===== config.mk =====
export PLATFORM = sky130hd
export DESIGN_NAME = pid_controller_wrap_antiwindup_top
export DESIGN_NICKNAME = d
export VERILOG_FILES = /design/src/pid_pkg.sv /design/src/pid_serial_unit.sv /design/src/pid_controller_wrap_antiwindup_top.sv
export SDC_FILE = /design/constraint.sdc
export NUM_CORES = 2
export LEC_CHECK = 0
export BUFFER_PORTS_ARGS = -buffer_cell sky130_fd_sc_hd__buf_2
export CORE_ASPECT_RATIO = 0.6
export CORE_UTILIZATION = 30
export CTS_BUF_LIST = sky130_fd_sc_hd__clkbuf_4 sky130_fd_sc_hd__clkbuf_8 sky130_fd_sc_hd__clkbuf_16
export DETAILED_ROUTE_END_ITERATION = 7
export PLACE_DENSITY_LB_ADDON = 0.2
export SETUP_SLACK_MARGIN = 0.3
export SLEW_MARGIN = 20
export SYNTH_ARGS = -nofsm -noshare
export SYNTH_HDL_FRONTEND = slang
export SYNTH_SLANG_ARGS = --single-unit

===== constraint.sdc =====
create_clock -name i_clk -period 21.6 [get_ports i_clk]
set_clock_uncertainty 0.05 [all_clocks]
set_input_delay 2.16 -clock i_clk [delete_from_list [all_inputs] [get_ports i_clk]]
set_output_delay 2.16 -clock i_clk [all_outputs]
set_load 0.01 [all_outputs]

===== src/pid_pkg.sv =====
package pid_pkg;

    localparam int FRAC_BITS = 16;
    localparam int INTEGRAL_WIDTH = 48;
    localparam int WIDE_W = 64;
    localparam int CNT_W = 7;

    localparam logic [2:0] REG_GAIN_P     = 3'd0;
    localparam logic [2:0] REG_GAIN_I     = 3'd1;
    localparam logic [2:0] REG_GAIN_D     = 3'd2;
    localparam logic [2:0] REG_TARGET     = 3'd3;
    localparam logic [2:0] REG_LIMIT_LOW  = 3'd4;
    localparam logic [2:0] REG_LIMIT_HIGH = 3'd5;
    localparam logic [2:0] REG_WRAP_ON    = 3'd6;
    localparam logic [2:0] REG_WRAP_SPAN  = 3'd7;

    localparam logic [1:0] CLAMP_NONE = 2'd0;
    localparam logic [1:0] CLAMP_HIGH = 2'd1;
    localparam logic [1:0] CLAMP_LOW  = 2'd2;

    localparam logic [23:0] DT_DEFAULT = 24'(((1 << FRAC_BITS) + 500) / 1000);

    localparam logic signed [WIDE_W-1:0] TERM_SAT = 64'sd1 <<< 61;

    typedef struct packed {
        logic signed [31:0] measurement;
        logic [23:0]        time_step;
        logic               restart;
    } t_in;

    typedef struct packed {
        logic signed [31:0] drive;
        logic [1:0]         clamp_state;
    } t_out;

    // unit opcodes
    typedef enum logic [1:0] {
        OP_MUL,
        OP_DIV,
        OP_MOD
    } t_op;

    typedef enum logic [4:0] {
        S_IDLE,
        S_ERR_MOD,
        S_ERR_FIX,
        S_P_MUL,
        S_P_DONE,
        S_STEP_MUL,
        S_STEP_DONE,
        S_I_MUL,
        S_I_DONE,
        S_D_MOD,
        S_D_FIX,
        S_D_DIV,
        S_D_DIVDONE,
        S_D_MUL,
        S_D_DONE,
        S_SUM,
        S_OUT
    } t_state;

    typedef struct packed {
        logic                     start;
        t_op                      op;
        logic [WIDE_W-1:0]        a;
        logic [WIDE_W-1:0]        b;
    } t_unit_req;

    typedef struct packed {
        logic                     busy;
        logic                     done;
        logic [WIDE_W-1:0]        res;
        logic [WIDE_W-1:0]        hi;
    } t_unit_rsp;

endpackage


===== src/pid_serial_unit.sv =====
// Shared bit-serial unit: unsigned multiply (shift-add), divide and modulo
// (restoring). One bit per cycle.
module pid_serial_unit (
    input  logic                 i_clk,
    input  logic                 i_rst_n,
    input  pid_pkg::t_unit_req   i_req,
    output pid_pkg::t_unit_rsp   o_rsp
);

    logic [pid_pkg::WIDE_W-1:0] r_a, n_a;
    logic [pid_pkg::WIDE_W-1:0] r_b, n_b;
    logic [pid_pkg::WIDE_W-1:0] r_acc, n_acc;
    logic [pid_pkg::WIDE_W:0]   r_rem, n_rem;
    logic [pid_pkg::CNT_W-1:0]  r_cnt, n_cnt;
    logic                       r_busy, n_busy;
    logic                       r_done, n_done;
    pid_pkg::t_op               r_op, n_op;
    logic [pid_pkg::WIDE_W:0]   sum;
    logic [pid_pkg::WIDE_W:0]   shl;
    logic [pid_pkg::WIDE_W:0]   sub;

    always_comb begin
        n_a    = r_a;
        n_b    = r_b;
        n_acc  = r_acc;
        n_rem  = r_rem;
        n_cnt  = r_cnt;
        n_busy = r_busy;
        n_op   = r_op;
        n_done = 1'b0;
        sum    = {1'b0, r_rem[pid_pkg::WIDE_W-1:0]} + (r_a[0] ? {1'b0, r_b} : '0);
        shl    = {r_rem[pid_pkg::WIDE_W-1:0], r_a[pid_pkg::WIDE_W-1]};
        sub    = shl - {1'b0, r_b};
        if (i_req.start && !r_busy) begin
            n_a    = i_req.a;
            n_b    = i_req.b;
            n_acc  = '0;
            n_rem  = '0;
            n_cnt  = '0;
            n_busy = 1'b1;
            n_op   = i_req.op;
        end else if (r_busy) begin
            if (r_op == pid_pkg::OP_MUL) begin
                // rem holds high half, acc the low half shifting in from top
                n_rem = {1'b0, sum[pid_pkg::WIDE_W:1]};
                n_acc = {sum[0], r_acc[pid_pkg::WIDE_W-1:1]};
                n_a   = r_a >> 1;
            end else begin
                n_a = {r_a[pid_pkg::WIDE_W-2:0], 1'b0};
                if (!sub[pid_pkg::WIDE_W]) begin
                    n_rem = sub;
                    n_acc = {r_acc[pid_pkg::WIDE_W-2:0], 1'b1};
                end else begin
                    n_rem = shl;
                    n_acc = {r_acc[pid_pkg::WIDE_W-2:0], 1'b0};
                end
            end
            n_cnt = r_cnt + 1'b1;
            if (r_cnt == pid_pkg::CNT_W'(pid_pkg::WIDE_W - 1)) begin
                n_busy = 1'b0;
                n_done = 1'b1;
            end
        end
    end

    always_ff @(posedge i_clk) begin
        if (!i_rst_n) begin
            r_busy <= 1'b0;
            r_done <= 1'b0;
            r_cnt  <= '0;
        end else begin
            r_busy <= n_busy;
            r_done <= n_done;
            r_cnt  <= n_cnt;
        end
        r_a   <= n_a;
        r_b   <= n_b;
        r_acc <= n_acc;
        r_rem <= n_rem;
        r_op  <= n_op;
    end

    assign o_rsp.busy = r_busy;
    assign o_rsp.done = r_done;
    assign o_rsp.res  = r_op == pid_pkg::OP_MOD ? r_rem[pid_pkg::WIDE_W-1:0] : r_acc;
    assign o_rsp.hi   = r_rem[pid_pkg::WIDE_W-1:0];

    a_done_after_busy: assert property (@(posedge i_clk) disable iff (!i_rst_n)
        r_done |-> $past(r_busy)) else $error("done without busy");
    a_no_busy_done: assert property (@(posedge i_clk) disable iff (!i_rst_n)
        !(r_done && r_busy)) else $error("busy and done together");
    a_cnt_idle: assert property (@(posedge i_clk) disable iff (!i_rst_n)
        r_done |-> r_cnt == pid_pkg::CNT_W'(pid_pkg::WIDE_W))
        else $error("unit ended early");

endmodule


===== src/pid_controller_wrap_antiwindup_top.sv =====
// The p, integral-step and integral products always run through the shared
// 1-bit/cycle unit; the error fold, delta fold, rate divide and d product add up to
// four more passes. One transaction in flight; a stalled output register holds
// the sum stage and so the input.
// Reset (i_rst_n low, synchronous): registers to defaults, integral and last
// measurement cleared, first-sample flag set.
module pid_controller_wrap_antiwindup_top (
    input  logic              i_clk,
    input  logic              i_rst_n,
    input  logic              i_valid,
    output logic              o_stall,
    input  pid_pkg::t_in      i_data,
    output logic              o_valid,
    input  logic              i_stall,
    output pid_pkg::t_out     o_data,
    input  logic              i_cfg_we,
    input  logic [2:0]        i_cfg_index,
    input  logic [31:0]       i_cfg_data
);

    localparam int W = pid_pkg::WIDE_W;
    localparam int IW = pid_pkg::INTEGRAL_WIDTH;
    localparam int FB = pid_pkg::FRAC_BITS;

    logic signed [31:0] r_gain_p, r_gain_i, r_gain_d, r_target, r_lim_lo, r_lim_hi;
    logic               r_wrap_on;
    logic [30:0]        r_wrap_span;

    logic signed [IW-1:0] r_integ, n_integ;
    logic signed [IW-1:0] r_old, n_old;
    logic signed [31:0]   r_last, n_last;
    logic                 r_first, n_first;
    logic signed [31:0]   r_meas, n_meas;
    logic [23:0]          r_dt, n_dt;
    logic signed [33:0]   r_val, n_val;
    logic                 r_vneg, n_vneg;
    logic signed [W-1:0]  r_p, n_p, r_i, n_i, r_d, n_d;
    logic signed [32:0]   r_err, n_err;
    logic                 r_neg, n_neg;
    pid_pkg::t_state      r_state, n_state;
    logic                 r_ovalid, n_ovalid;
    pid_pkg::t_out        r_out, n_out;

    pid_pkg::t_unit_req   req;
    pid_pkg::t_unit_rsp   rsp;

    logic                 in_acc;
    logic signed [34:0]   fold_v;
    logic                 fold_need;
    logic [W-1:0]         mag_a;
    logic signed [W-1:0]  mq;
    logic [W-1:0]         rnd;
    logic signed [W-1:0]  stepv;
    logic signed [IW:0]   isum;
    logic signed [W+1:0]  tsum;
    logic signed [IW-1:0] imax, imin;
    logic signed [33:0]   rr;
    logic signed [34:0]   r2;

    pid_serial_unit u_unit (
        .i_clk  (i_clk),
        .i_rst_n(i_rst_n),
        .i_req  (req),
        .o_rsp  (rsp)
    );

    always_ff @(posedge i_clk) begin
        if (!i_rst_n) begin
            r_gain_p <= '0;
            r_gain_i <= '0;
            r_gain_d <= '0;
            r_target <= '0;
            r_lim_lo <= 32'sh8000_0000;
            r_lim_hi <= 32'sh7fff_ffff;
            r_wrap_on <= 1'b0;
            r_wrap_span <= '0;
        end else if (i_cfg_we) begin
            unique case (i_cfg_index)
                pid_pkg::REG_GAIN_P:     r_gain_p <= i_cfg_data;
                pid_pkg::REG_GAIN_I:     r_gain_i <= i_cfg_data;
                pid_pkg::REG_GAIN_D:     r_gain_d <= i_cfg_data;
                pid_pkg::REG_TARGET:     r_target <= i_cfg_data;
                pid_pkg::REG_LIMIT_LOW:  r_lim_lo <= i_cfg_data;
                pid_pkg::REG_LIMIT_HIGH: r_lim_hi <= i_cfg_data;
                pid_pkg::REG_WRAP_ON:    r_wrap_on <= i_cfg_data[0];
                pid_pkg::REG_WRAP_SPAN:  r_wrap_span <= i_cfg_data[30:0];
                default: ;
            endcase
        end
    end

    assign o_stall = r_state != pid_pkg::S_IDLE;
    assign in_acc  = i_valid && !o_stall;
    assign imax = {1'b0, {(IW-1){1'b1}}};
    assign imin = {1'b1, {(IW-1){1'b0}}};

    always_comb begin
        n_state = r_state; n_integ = r_integ; n_old = r_old; n_last = r_last;
        n_first = r_first; n_meas = r_meas; n_dt = r_dt; n_val = r_val;
        n_vneg = r_vneg; n_p = r_p; n_i = r_i; n_d = r_d; n_err = r_err;
        n_neg = r_neg; n_ovalid = r_ovalid; n_out = r_out;
        req = '0;
        req.op = pid_pkg::OP_MUL;
        fold_v = '0; fold_need = 1'b0; mag_a = '0; mq = '0; rnd = '0;
        stepv = '0; isum = '0; tsum = '0; rr = '0; r2 = '0;

        if (r_ovalid && !i_stall) n_ovalid = 1'b0;

        // rounded, saturated result of the last multiply (sign in r_neg)
        rnd = rsp.res + (W'(1) << (FB - 1));
        if ((rsp.hi + W'(rnd < rsp.res)) >> (FB - 3) != '0) mq = pid_pkg::TERM_SAT;
        else begin
            mq = signed'(((rsp.hi + W'(rnd < rsp.res)) << (W - FB)) | (rnd >> FB));
            if (mq > pid_pkg::TERM_SAT) mq = pid_pkg::TERM_SAT;
        end
        if (r_neg) mq = -mq;

        fold_need = r_wrap_on && r_wrap_span != '0 &&
            ((35'(r_val) <<< 1) > $signed({4'b0, r_wrap_span}) ||
             (35'(r_val) <<< 1) < -$signed({4'b0, r_wrap_span}));
        mag_a = r_val[33] ? W'(-r_val) : W'(r_val);

        unique case (r_state)
            pid_pkg::S_IDLE: begin
                if (in_acc) begin
                    n_meas = i_data.measurement;
                    n_dt = i_data.time_step == '0 ? pid_pkg::DT_DEFAULT : i_data.time_step;
                    if (i_data.restart) begin
                        n_integ = '0; n_last = '0; n_first = 1'b1;
                    end
                    n_val = 34'(r_target) - 34'(i_data.measurement);
                    n_state = pid_pkg::S_ERR_MOD;
                end
            end
            pid_pkg::S_ERR_MOD, pid_pkg::S_D_MOD: begin
                if (!fold_need) begin
                    n_err = r_val[32:0];
                    n_state = r_state == pid_pkg::S_ERR_MOD ? pid_pkg::S_P_MUL
                                                            : pid_pkg::S_D_DIV;
                end else begin
                    req.start = 1'b1; req.op = pid_pkg::OP_MOD;
                    req.a = mag_a; req.b = W'(r_wrap_span);
                    if (rsp.done) begin
                        n_state = r_state == pid_pkg::S_ERR_MOD ? pid_pkg::S_ERR_FIX
                                                                : pid_pkg::S_D_FIX;
                        req.start = 1'b0;
                    end
                end
            end
            pid_pkg::S_ERR_FIX, pid_pkg::S_D_FIX: begin
                rr = 34'(rsp.res);
                if (r_val[33] && rr != '0) rr = 34'(r_wrap_span) - rr;
                r2 = 35'(rr) <<< 1;
                if (!r_val[33]) begin
                    if (r2 > 35'(r_wrap_span)) rr = rr - 34'(r_wrap_span);
                end else if (r2 >= 35'(r_wrap_span)) rr = rr - 34'(r_wrap_span);
                n_err = rr[32:0];
                n_state = r_state == pid_pkg::S_ERR_FIX ? pid_pkg::S_P_MUL
                                                        : pid_pkg::S_D_DIV;
            end
            pid_pkg::S_P_MUL: begin
                req.start = 1'b1;
                req.a = r_err[32] ? W'(-r_err) : W'(r_err);
                req.b = r_gain_p[31] ? W'(-33'(r_gain_p)) : W'(r_gain_p);
                n_neg = (r_err[32] != r_gain_p[31]) && r_err != '0 && r_gain_p != '0;
                if (rsp.done) begin req.start = 1'b0; n_state = pid_pkg::S_P_DONE; end
            end
            pid_pkg::S_P_DONE: begin
                n_p = mq;
                n_state = pid_pkg::S_STEP_MUL;
            end
            pid_pkg::S_STEP_MUL: begin
                req.start = 1'b1;
                req.a = r_err[32] ? W'(-r_err) : W'(r_err);
                req.b = W'(r_dt);
                n_neg = r_err[32];
                if (rsp.done) begin req.start = 1'b0; n_state = pid_pkg::S_STEP_DONE; end
            end
            pid_pkg::S_STEP_DONE: begin
                stepv = mq;
                n_old = r_integ;
                isum = (IW+1)'(r_integ) + (IW+1)'(stepv);
                if (stepv > 0 && W'(r_integ) > W'(imax) - stepv) n_integ = imax;
                else if (stepv < 0 && W'(r_integ) < W'(imin) - stepv) n_integ = imin;
                else n_integ = isum[IW-1:0];
                n_state = pid_pkg::S_I_MUL;
            end
            pid_pkg::S_I_MUL: begin
                req.start = 1'b1;
                req.a = r_integ[IW-1] ? W'(-(IW+1)'(r_integ)) : W'(r_integ);
                req.b = r_gain_i[31] ? W'(-33'(r_gain_i)) : W'(r_gain_i);
                n_neg = (r_integ[IW-1] != r_gain_i[31]);
                if (rsp.done) begin req.start = 1'b0; n_state = pid_pkg::S_I_DONE; end
            end
            pid_pkg::S_I_DONE: begin
                n_i = mq;
                n_d = '0;
                if (r_first) n_state = pid_pkg::S_SUM;
                else begin
                    n_val = 34'(r_meas) - 34'(r_last);
                    n_state = pid_pkg::S_D_MOD;
                end
            end
            pid_pkg::S_D_DIV: begin
                req.start = 1'b1; req.op = pid_pkg::OP_DIV;
                req.a = ((r_err[32] ? W'(-r_err) : W'(r_err)) << FB) + W'(r_dt >> 1);
                req.b = W'(r_dt);
                n_vneg = r_err[32];
                if (rsp.done) begin req.start = 1'b0; n_state = pid_pkg::S_D_DIVDONE; end
            end
            pid_pkg::S_D_DIVDONE: begin
                // rate magnitude parked in r_d until the d product is done
                n_d = signed'(rsp.res);
                n_state = pid_pkg::S_D_MUL;
            end
            pid_pkg::S_D_MUL: begin
                req.start = 1'b1;
                req.a = r_d;
                req.b = r_gain_d[31] ? W'(-33'(r_gain_d)) : W'(r_gain_d);
                n_neg = (r_vneg != r_gain_d[31]) && r_d != '0;
                if (rsp.done) begin req.start = 1'b0; n_state = pid_pkg::S_D_DONE; end
            end
            pid_pkg::S_D_DONE: begin
                n_d = -mq;
                n_state = pid_pkg::S_SUM;
            end
            pid_pkg::S_SUM: begin
                if (!r_ovalid || !i_stall) begin
                    tsum = (W+2)'(r_p) + (W+2)'(r_i) + (W+2)'(r_d);
                    n_out.clamp_state = pid_pkg::CLAMP_NONE;
                    n_out.drive = tsum[31:0];
                    if (tsum > (W+2)'(r_lim_hi)) begin
                        n_out.drive = r_lim_hi; n_out.clamp_state = pid_pkg::CLAMP_HIGH;
                    end else if (tsum < (W+2)'(r_lim_lo)) begin
                        n_out.drive = r_lim_lo; n_out.clamp_state = pid_pkg::CLAMP_LOW;
                    end
                    if (n_out.clamp_state != pid_pkg::CLAMP_NONE && r_gain_i != '0)
                        n_integ = r_old;
                    n_last = r_meas;
                    n_first = 1'b0;
                    n_ovalid = 1'b1;
                    n_state = pid_pkg::S_IDLE;
                end
            end
            default: n_state = pid_pkg::S_IDLE;
        endcase
    end

    always_ff @(posedge i_clk) begin
        if (!i_rst_n) begin
            r_state <= pid_pkg::S_IDLE;
            r_ovalid <= 1'b0;
            r_integ <= '0;
            r_last <= '0;
            r_first <= 1'b1;
        end else begin
            r_state <= n_state;
            r_ovalid <= n_ovalid;
            r_integ <= n_integ;
            r_last <= n_last;
            r_first <= n_first;
        end
        r_old <= n_old; r_meas <= n_meas; r_dt <= n_dt; r_val <= n_val;
        r_vneg <= n_vneg; r_p <= n_p; r_i <= n_i; r_d <= n_d; r_err <= n_err;
        r_neg <= n_neg; r_out <= n_out;
    end

    assign o_valid = r_ovalid;
    assign o_data  = r_out;

    a_dt_nonzero: assert property (@(posedge i_clk) disable iff (!i_rst_n)
        r_state == pid_pkg::S_D_DIV |-> r_dt != '0) else $error("zero dt in divide");
    a_first_cleared: assert property (@(posedge i_clk) disable iff (!i_rst_n)
        $rose(r_ovalid) |-> !r_first) else $error("first flag not cleared");
    a_clamp_code: assert property (@(posedge i_clk) disable iff (!i_rst_n)
        r_ovalid |-> r_out.clamp_state != 2'd3) else $error("bad clamp code");

endmodule

After elaboration in Yosys (flattened, before gate mapping)
Cells that the tools add are included.
W data, S select, Z words.
- reduce and logical (&&, ||, !) cells: 58
- bitwise logic cells: 3
- eq/ne operators: 39
- add/subtract/negate cells: 24
- mux-type cells: 75
- $lt $le $gt $ge: 12
- operators with widths (operator ; number):
    $mux W64 ; 17
    $pmux W128 S6 ; 1
    $mux W48 ; 6
    $mux W34 ; 8
    $neg A32 Y64 ; 3
    $pmux W64 S3 ; 1
    $pmux W48 S3 ; 1
    $mux W33 ; 4
    $mux W131 ; 1
    $add A64 B64 Y65 ; 2
    $neg A64 Y64 ; 2
    $reduce_bool A64 Y1 ; 2
    $sub A48 B64 Y64 const A ; 2
    $mux W32 ; 3
    $pmux W5 S14 ; 1
    $pmux W34 S2 ; 1
    $add A65 B64 Y66 ; 1
    $gt A66 B32 Y1 ; 1
    $lt A66 B32 Y1 ; 1
    $pmux W33 S2 ; 1
    $sub A32 B32 Y33 ; 2
    $sub A65 B64 Y65 ; 1
    $add A64 B1 Y64 ; 1
    $add A64 B16 Y64 const B ; 1
    65 further kinds ; 147
- bits of input ports: 97
- output and inout port bits: 36
- flip-flop bits (word level): 977
- logic and storage cells: 244

Logic depth before layout (Yosys ltp)
- depth in word-level cells: 17
- depth in mapped cells: 84
- depth with buffers taken out: 70

By module
Synthesis repeated with hierarchy kept, for this count alone.
- cell total of the unflattened synthesis: 10105
- area total of the unflattened synthesis: 83353.7 um^2
- by module, submodules not included (module ; cells each ; times used ; area an instance (um^2) ; seq. area each (um^2)):
    pid_controller_wrap_antiwindup_top ; 7541 ; 1 ; 62625.1 ; 18157.4
    pid_serial_unit ; 2564 ; 1 ; 20728.6 ; 6646.4

Worst setup path before layout
Ideal clock, no wire load.
- path kind: reg2reg
- from: register u_unit.r_op[1]
- to: register r_integ[2]
- stages on the path, launching flop included: 83
- clock period less this slack: 16640 ps
- arrival: 16463 ps
- slack: 4960 ps
- cells stage by stage: edfxtp_1 -> nand2b_1 -> buf_2 -> buf_2 -> buf_4 -> buf_4 -> buf_6 -> buf_2 -> buf_2 -> nand3_1 -> o21ai_0 -> nand2_1 -> inv_1 -> nand2_1 -> nor4_1 -> nand2_1 -> or3_1 -> or3_1 -> (+47 left out) -> a21o_1 -> a21o_1 -> a21o_1 -> a21o_1 -> a21o_1 -> a21o_1 -> a2111oi_0 -> o31ai_1 -> a221oi_1 -> o31ai_1 -> a31oi_1 -> nor3_1 -> or3_1 -> and2_1 -> clkbuf_1 -> clkbuf_1 -> a22oi_1 -> a21oi_1
- cells in the longest elaborated chain, start to end: 17
- RTL lines (item ; line ; source):
    from (decl) ; pid_serial_unit.sv:17 ; pid_pkg::t_op r_op, n_op;
    from (signal assigned) ; pid_serial_unit.sv:80 ; r_op <= n_op;
    $eq A2 B2 Y1 (*) ; pid_serial_unit.sv:85 ; assign o_rsp.res = r_op == pid_pkg::OP_MOD ? r_rem[pid_pkg::WIDE_W-1:0] : r_acc;
    $mux W64 (*) ; pid_serial_unit.sv:85 ;
    $add A64 B16 Y64 ; pid_controller_wrap_antiwindup_top.sv:110 ; rnd = rsp.res + (W'(1) << (FB - 1));
    $lt A64 B64 Y1 ; pid_controller_wrap_antiwindup_top.sv:111, pid_controller_wrap_antiwindup_top.sv:113 ;
    $add A64 B1 Y64 ; pid_controller_wrap_antiwindup_top.sv:113 ; mq = signed'(((rsp.hi + W'(rnd < rsp.res)) << (W - FB)) | (rnd >> FB));
    $or A64 B48 Y64 ; pid_controller_wrap_antiwindup_top.sv:113 ;
    $gt A64 B63 Y1 ; pid_controller_wrap_antiwindup_top.sv:114 ; if (mq > pid_pkg::TERM_SAT) mq = pid_pkg::TERM_SAT;
    $mux W64 ; pid_controller_wrap_antiwindup_top.sv:114 ;
    $mux W64 (*) ; pid_controller_wrap_antiwindup_top.sv:111 ; if ((rsp.hi + W'(rnd < rsp.res)) >> (FB - 3) != '0) mq = pid_pkg::TERM_SAT;
    $neg A64 Y64 ; pid_controller_wrap_antiwindup_top.sv:116 ; if (r_neg) mq = -mq;
    $mux W64 (*) ; pid_controller_wrap_antiwindup_top.sv:116 ;
    $sub A48 B64 Y64 ; pid_controller_wrap_antiwindup_top.sv:184 ; else if (stepv < 0 && W'(r_integ) < W'(imin) - stepv) n_integ = imin;
    $lt A48 B64 Y1 ; pid_controller_wrap_antiwindup_top.sv:184 ;
    $logic_and A1 B1 Y1 ; pid_controller_wrap_antiwindup_top.sv:184 ;
    $mux W48 ; pid_controller_wrap_antiwindup_top.sv:184 ;
    $mux W48 (*) ; pid_controller_wrap_antiwindup_top.sv:183 ; if (stepv > 0 && W'(r_integ) > W'(imax) - stepv) n_integ = imax;
    $pmux W48 S3 (*) ; pid_controller_wrap_antiwindup_top.sv:123 ; unique case (r_state)
    to (signal assigned) ; pid_controller_wrap_antiwindup_top.sv:259 ; r_integ <= n_integ;
    to (decl) ; pid_controller_wrap_antiwindup_top.sv:29 ; logic signed [IW-1:0] r_integ, n_integ;
Every way passes the cells marked *; elsewhere a longest branch is shown, timed or not.
A chain may end at the register's enable or synchronous reset.

Final worst setup path
- from: register u_unit.r_op[0]
- to: register r_integ[4]
The elaborated chain is that of the path after synthesis.

==> qor.yml <==
cts_tree: "done"
synth_cell_types: 104
cts-root-buf: "clkbuf_16"
cp_common_cell: "a21o_1"
io_pins: 133
grt_pass1_wl_um: 513000
preCtsSetupSlack_ns: 2.34
ys_seq_area_frac: 0.312
drt_iter0_markers: 11200
final-max-slew-violation-count: 0
grt_overflow_total: 0
initial_core_util: 0.302
holdBufCountCts: 0
syn_avg_cell_area_um2: 8.31
drt_pre_antenna_iters: 8
netlist_area_um2: 79600
cp-end-kind: "flop"
critPathLaunchType: "flop"
timing.max_cap.violations: 0
antenna_found_initial: 51
vias_per_cell: 5.79
final-setup-viol-count: 0
status: "finished with violations"
clockBufferDepth: 3
grt_usage: 0.261
grt_max_degree: 176
peakVddDrop_uv: 83.3
coreArea_um2: 264000
num_vias: 76600
layout_common_cells: "1396 x nand2_1, 789 x a21oi_1, 718 x ha_1"
numCtsBuffers: 105
p_total_w: 0.0105
yosys_warnings: 0
dieArea_um2: 267000
final_nets: 10500
critPathMaxFanout: 49
violations: "DRC"
grt_pass1_vias: 68200
period_share: 0.911
routed_wirelength_um: 364000
wire_per_inst_um: 27.6
rows: 146
slew_headroom: 0.114
drive_above_1_share: 0.0714
worst_pin_slew_ns: 1.33
ctsResizeCount: 0
clk_latency_ns: 0.80
die_h_um: 401
gp_congestion: 0.990
synthArstFlopShare: 0
power_density_nw_per_um2: 119
yosys_register_bits: 975
final_common_cell: "nand2_1"
r2r_slack_ns: 1.93
cpPeakStageDelay_ns: 0.82
final.min_clock_period_ns: 19.67
rsz0062_at_grt: "no"
fin_ws_ns: 1.93
postCtsSetupRepairBufs: 0
crit_path_top_delay_cell: "and2b_2"
syn_inst: 9571
finalSetupTns_ns: 0
cp_data_required_time_ns: 22.19
chipWidth_um: 667
worstHoldPathType: "reg -> reg"
syn2layout_area_growth_pct: 11.4
io_buffers: 132
arrival_ns: 20.27
report.final.hold_viol_count: 0
synth_edf_count: 528
cts_max_level: 3
drc: 11
cts.sinks: 975
path_class: "reg -> reg"
max_freq_ghz: 0.0508
synth_flop_cell: "edfxtp_1"
p_leak_nw: 35.3
cts.clk_slew.worst_paths_ns: 0.07
ant_nets: 0
hpwl_um: 289000
logic make-up after synthesis:
group           share of synthesized area
fa+ha+maj                           0.131
other cells                     0.0000471
xor+xnor                           0.0840
simple gates                        0.196
mux                                0.0180
compound gates                      0.216
buf+inv                            0.0430
flops                               0.312
Yosys cell counts (141+ instances only):
| library cell | instances | area [um2] |
|---|---|---|
| nor2_1 | 603 | 2260 |
| xor2_1 | 271 | 2370 |
| o21ai_0 | 579 | 2900 |
| nand2b_1 | 141 | 882 |
| a21oi_1 | 792 | 3960 |
| inv_1 | 434 | 1630 |
| nor3_1 | 152 | 761 |
| xnor2_1 | 492 | 4310 |
| nand3_1 | 165 | 826 |
| nand4_1 | 150 | 938 |
| ha_1 | 718 | 8980 |
| clkbuf_1 | 413 | 1550 |
| a21o_1 | 234 | 1760 |
| nand2_1 | 1400 | 5260 |
| dfxtp_1 | 447 | 8950 |
| edfxtp_1 | 528 | 15900 |
worst max-delay path, delay by kind of cell (launching register included):
family          cells  cell delay [ns]
compound gates     23             5.15
xor+xnor            4             1.18
fa+ha+maj           5             1.58
buf+inv             4             1.19
flops               1             0.47
mux                 1             0.34
simple gates       31             9.48
metal layers:
| metal | vias to the layer above | global-route usage | routed length [um] | share of wire |
|---|---|---|---|---|
| li1 | 34800 | - | - | - |
| met2 | 3928 | 0.305 | 123000 | 0.34 |
| met4 | 28 | 0.0432 | 5950 | 0.016 |
| met1 | 37600 | 0.437 | 187000 | 0.51 |
| met3 | 330 | 0.0880 | 48600 | 0.13 |
| met5 | - | 0.00321 | 298 | 0.00082 |
power breakdown:
group	switching [W]	internal (W)
Combinational	0.00379	0.00210
Sequential	0.000330	0.00222
Clock	0.000900	0.00119
Total	0.00502	0.00550
cell type report:
type	instances	area (um2)
Fill cell	27500	175000
Multi-Input combinational cell	7726	51700
Sequential cell	975	24800
Tap cell	3552	4440
Clock buffer	145	3190
Timing Repair Buffer	318	2070
Inverter	441	1660
Clock inverter	53	661
Antenna cell	15	37.5
sequential cells by signal, summed over array words and instances (netlist names), 33 cells and up:
name	flops
r_old	48
o_data	34
r_d	64
r_err	33
u_unit.r_a	64
r_integ	48
r_i	64
u_unit.r_rem	64
r_p	64
u_unit.r_b	64
r_val	33
u_unit.r_acc	64
per-stage QoR:
step	utilization	cell area, um2	cells	hold WS, ns
after floorplan	-	79700	9602	0.374
after global placement	0.321	84700	13000	0.393
after detailed placement	0.321	84700	13000	0.397
after CTS	0.336	88600	13200	0.406
after global routing	0.336	88600	13200	0.419
final	0.336	88600	13200	0.405
path summary, 6_finish.rpt:
kind                       start      endpoint  cells after the start
setup / recovery  u_unit.r_op[0]    r_integ[4]                     68
hold / removal      r_lim_lo[13]  r_lim_lo[13]                      2
setup reg to reg  u_unit.r_op[0]    r_integ[4]                     68
hold reg to reg     r_lim_lo[13]  r_lim_lo[13]                      2
No activity file was read; power rests on OpenSTA's default activity.
